**config.mk**
```make
export PLATFORM = sky130hd
export DESIGN_NAME = lps_hash
export DESIGN_NICKNAME = d
export VERILOG_FILES = /design/src/linear_probe_hash_set_core_assert.svh /design/src/lps_pkg.sv /design/src/lps_hash.sv
export SDC_FILE = /design/constraint.sdc
export NUM_CORES = 1
export LEC_CHECK = 0
export BUFFER_PORTS_ARGS = -buffer_cell sky130_fd_sc_hd__buf_4
export CAP_MARGIN = 25
export CORE_UTILIZATION = 25
export DETAILED_ROUTE_END_ITERATION = 6
export SLEW_MARGIN = 20
export SYNTH_ARGS = -nofsm -noshare
export SYNTH_HDL_FRONTEND = slang
export SYNTH_SLANG_ARGS = --single-unit
```
**constraint.sdc**
```tcl
create_clock -name clk -period 9.3 [get_ports clk]
set_input_delay 1.395 -clock clk [delete_from_list [all_inputs] [get_ports clk]]
set_output_delay 1.395 -clock clk [all_outputs]
set_load 0.02 [all_outputs]
```
**src/linear_probe_hash_set_core_assert.svh**
```systemverilog
// ---------------------------------------------------------------------------
// assertion macros for the hash set core
// ---------------------------------------------------------------------------
`ifndef LINEAR_PROBE_HASH_SET_CORE_ASSERT_SVH
`define LINEAR_PROBE_HASH_SET_CORE_ASSERT_SVH

// same-cycle implication
`define LPS_ASSERT_NOW(lbl, clk, rst_n, ante, cons, msg) \
  lbl: assert property (@(posedge clk) disable iff (!rst_n) (ante) |-> (cons)) else $error(msg);

// next-cycle implication
`define LPS_ASSERT_NEXT(lbl, clk, rst_n, ante, cons, msg) \
  lbl: assert property (@(posedge clk) disable iff (!rst_n) (ante) |=> (cons)) else $error(msg);

`endif

```
**src/lps_pkg.sv**
```systemverilog
// ---------------------------------------------------------------------------
// lps_pkg
// shared constants and types of the linear probing hash set
// ---------------------------------------------------------------------------
package lps_pkg;

  localparam int unsigned LOG2_SLOTS_DEF = 10;
  localparam logic [31:0] HASH_MULT      = 32'h9E37_79B9;
  localparam logic [3:0]  TB_RESET       = 4'd10;

  typedef enum logic [1:0] {
    ACT_INSERT = 2'd0,
    ACT_REMOVE = 2'd1,
    ACT_LOOKUP = 2'd2,
    ACT_SPARE  = 2'd3
  } action_t;

  typedef enum logic [2:0] {
    ST_INSERTED = 3'd0,
    ST_PRESENT  = 3'd1,
    ST_REMOVED  = 3'd2,
    ST_NOTFOUND = 3'd3,
    ST_FOUND    = 3'd4,
    ST_FULL     = 3'd5
  } status_t;

endpackage

```
**src/lps_hash.sv**
```systemverilog
// ---------------------------------------------------------------------------
// lps_hash
// multiplicative hash: registered product, home slot from its top bits
// ---------------------------------------------------------------------------
module lps_hash #(
  parameter int unsigned AW   = 10,
  parameter int unsigned TB_W = 4
) (
  input  logic            clk,
  input  logic [31:0]     key,
  input  logic [TB_W-1:0] tb,
  input  logic [AW-1:0]   mask,
  output logic [AW-1:0]   home
);

  logic [31:0] prod_r;
  logic [31:0] shifted;

  always_ff @(posedge clk) begin
    prod_r <= key * lps_pkg::HASH_MULT;
  end

  assign shifted = prod_r >> (6'd32 - 6'(tb));
  assign home    = AW'(shifted) & mask;

endmodule

```
After elaboration in Yosys (flattened, before gate mapping)
Cells that the tools add are included.

word-level totals
  flip-flop bits (word level) = 32
  input port bits = 47
  output and inout port bits = 10
  logic and storage cells = 5

cells by class
  add/sub/neg operators = 1
  $mul = 1
  shifts and indexed selects = 1
  bitwise gates (word level) = 1

operators by type and width
  cell                                                                   number
  32-bit by 32-bit multiplier with 32-bit output, second input constant  1
  32-bit by 6-bit >> shifter with 10-bit output                          1
  10-bit bitwise AND                                                     1
  6-bit by 4-bit subtractor with 6-bit output, first input constant      1

Longest topological paths before layout
  depth after elaboration = 3
  depth in mapped cells = 24
  gate-level depth less buffers = 23

Least setup slack after synthesis
OpenSTA, ideal clock, no wires.

  path type = input to register
  from = in key[6]
  to = reg prod_r[27]
  library setup time = 122 ps
  data arrival time = 7,101 ps
  required time = 9,178 ps
  setup slack = 2,077 ps
  cell stages on the path = 24
  path buffers = 1
  cell sequence = inv_1 -> fa_1 -> inv_1 -> fa_1 -> fa_1 -> inv_1 -> fa_1 -> inv_1 -> fa_1 -> inv_1 -> fa_1 -> inv_1 -> fa_1 -> fa_1 -> ha_1 -> clkbuf_1 -> a21oi_1 -> nor2b_1 -> o21ai_0 -> nand2_1 -> a41o_1 -> a31oi_1 -> nor4bb_1 -> a311o_1

between the ends
  longest elaborated chain between the ends = 1

RTL lines
  what                                            line            source
  from (decl)                                     lps_hash.sv:10  input logic [31:0] key,
  32-bit by 32-bit multiplier with 32-bit output  lps_hash.sv:20  prod_r <= key * lps_pkg::HASH_MULT;
  to (signal assigned)                            lps_hash.sv:20
  to (decl)                                       lps_hash.sv:16  logic [31:0] prod_r;

No other way between the ends.

Final worst setup path
  from = in key[4]
  to = reg prod_r[27]

Same word-level chain as after synthesis.

==> results.json <==
{
  "min-delay-path-class": "in2reg",
  "cts_buffers": 5,
  "syn_nets": 1599,
  "cts_hold_buf": 0,
  "setup_violations": 0,
  "fmax_ghz": 0.134,
  "crit_top_cell": "fa_1",
  "place_area_um2": 12500,
  "holdWs_ns": 1.38,
  "yosysTopAreaCell": "fa_1",
  "clk_pin_slew_ns": 0.05,
  "syn2layout_area_growth_pct": 10.8,
  "ys_seq_area_share_pct": 5.59,
  "routabilityCongestion": 0.906,
  "fin_nets": 1645,
  "crit_family": "adder cells",
  "synth_edf_count": 0,
  "crit_type": "in2reg",
  "critical_path_peak_fanout": 7,
  "drcViolationCount": 0,
  "syn_area_per_cell_um2": 10.2,
  "grt_pass1_wl_mm": 45.0,
  "die_area_um2": 46700,
  "via_count": 7689,
  "worstPathArrival_ns": 7.62,
  "ctsResizeCount": 0,
  "grt_overflow": 0,
  "htree_num_levels": 2,
  "synth_top_area_share_pct": 40.0,
  "rows": 78,
  "slew_headroom_pct": 52.7,
  "outcome": "finished, final reports clean",
  "dr.pass1.iters": 5,
  "grt_max_degree": 37,
  "portBuffers": 56,
  "antenna_found_initial": 0,
  "worst_pin_slew_ns": 0.709,
  "postCtsSetupBuffers": 0,
  "drive_gt1_share_pct": 7.88,
  "yosysWarnings": 0,
  "startpoint_type": "primary input",
  "die_h_um": 216,
  "root_buffer": "clkbuf_16",
  "grt_usage_pct": 12.3,
  "cpMaxStageDelayCell": "fa_1",
  "io_pins": 57,
  "slew_viol_final": 0,
  "wl_mm": 28.0,
  "vias_per_cell": 4.35,
  "die_x_um": 216,
  "cts_sinks": 32,
  "cts_tree": "built",
  "stdcell_area_um2": 12700,
  "rsz0062_at_grt": "false",
  "syn_inst": 1120,
  "crit_chain": "buf_4 -> inv_1 -> fa_1 -> inv_1 -> fa_1 -> fa_1 -> inv_1 -> fa_1 -> inv_1 -> fa_1 -> inv_1 -> fa_1 -> inv_1 -> fa_1 -> fa_1 -> ha_1 -> and3_1 -> nor2b_1 -> o21ai_0 -> nand2_1 -> a41o_1 -> a31oi_1 -> nor4bb_1 -> a311o_1",
  "synth-async-reset-ratio_pct": 0,
  "start_util_pct": 25.3,
  "synth-seq-cells": 32,
  "hpwl_mm": 25.6,
  "tns_ns": 0,
  "path_buf_inv": 7,
  "regMostFlops": "prod_r",
  "critPathCaptureType": "register",
  "synth-main-ff-cell": "dfxtp_1",
  "dr.first_iter.drc_count": 389,
  "max_stage_delay_ns": 0.55,
  "cts_buffer_depth": 2,
  "synthDistinctLibCells": 54,
  "wl_per_cell_um": 15.8,
  "period_needed_ns": 7.47,
  "antennaDiodeCount": 0,
  "post-route-period-util_pct": 80.3,
  "hold_viol": 0,
  "reg_top3": "prod_r (32)",
  "fin_util_pct": 28.0,
  "synth_area_leaders": "fa_1 (40%), ha_1 (22%), inv_1 (11%)",
  "syn-cell-area_um2": 11500,
  "largest_reg_flops": 32,
  "drv_cap": 0,
  "worstPathRequired_ns": 9.45,
  "drtAntennaViolNets": 0,
  "grt_pass1_vias": 8210,
  "core_area_um2": 45300
}
==> synth_stat cells (2+ instances only) <==
library cell and count:
o2111a_1 3, a31oi_1 3, dfxtp_1 32, nand3b_1 2
nand2_1 41, nor2b_1 12, o21ai_0 22, clkbuf_1 7
a21boi_0 3, o21a_1 3, a311oi_1 4, buf_6 4
nand4_1 2, nor2_1 25, o31ai_1 2, fa_1 229
a211oi_1 9, mux2i_1 15, xnor2_1 47, nand2_2 2
nand3_1 8, mux4_2 17, mux2_2 4, inv_1 326
xor2_1 10, buf_2 6, a21oi_1 25, ha_1 203
o211ai_1 4, o21ai_1 3, mux4_1 2, a21o_1 11
nor3_1 8, a311o_1 3, and3_1 4
==> layout make-up <==
| cell class | instances | area, um^2 |
|---|---|---|
| fillers | 4825 | 32600 |
| multi-input cells | 743 | 9480 |
| inverters | 326 | 1220 |
| well taps | 600 | 751 |
| flip-flops and latches | 32 | 641 |
| repair buffers | 58 | 435 |
| clock buffers | 6 | 129 |
| clock inverters | 2 | 35.0 |
==> cells in the final DEF, fill, tap and decap left out, drive strengths merged, types with 8 or more instances in the layout <==
cell	instances
xor2	10
nand2	43
a21oi	25
xnor2	47
fa	229
nor3	8
mux2i	15
nor2b	12
nor2	25
inv	326
dfxtp	32
a211oi	9
o21ai	25
mux4	19
nand3	8
ha	203
a21o	11
buf	58
==> path summary, 6_finish.rpt <==
kind              startpoint          to  slack [ns]  cells after the start
setup / recovery      key[4]  prod_r[27]        1.83                     24
hold / removal        key[2]   prod_r[2]        1.38                      1
==> through the flow <==
step / std cells / setup WS, ns
2_1_floorplan: 1120 / 2.08
3_3_place_gp: 1759 / 1.62
3_5_place_dp: 1759 / 1.55
4_1_cts: 1767 / 1.85
5_1_grt: 1767 / 1.58
6_report: 1767 / 1.83
==> layer usage <==
| layer | wire length (um) | GRT usage [%] | share of wire [%] |
|---|---|---|---|
| met2 | 12400 | 19.2 | 44 |
| met3 | 1490 | 1.70 | 5.3 |
| met5 | 0 | 0 | 0 |
| met4 | 217 | 1.48 | 0.78 |
| met1 | 13900 | 18.3 | 50 |
==> cell families after synthesis <==
family / share of synthesized area, %
multiplexers: 5.51
adder cells (fa/ha/maj): 62.2
XOR/XNOR: 4.36
AND/OR/NAND/NOR: 4.78
flip-flops: 5.59
AO/OA/AOI/OAI: 5.90
buffers and inverters: 11.7
Power is not shown: default switching activity piles up to over one toggle a cycle in this logic, so the estimate is an artifact.
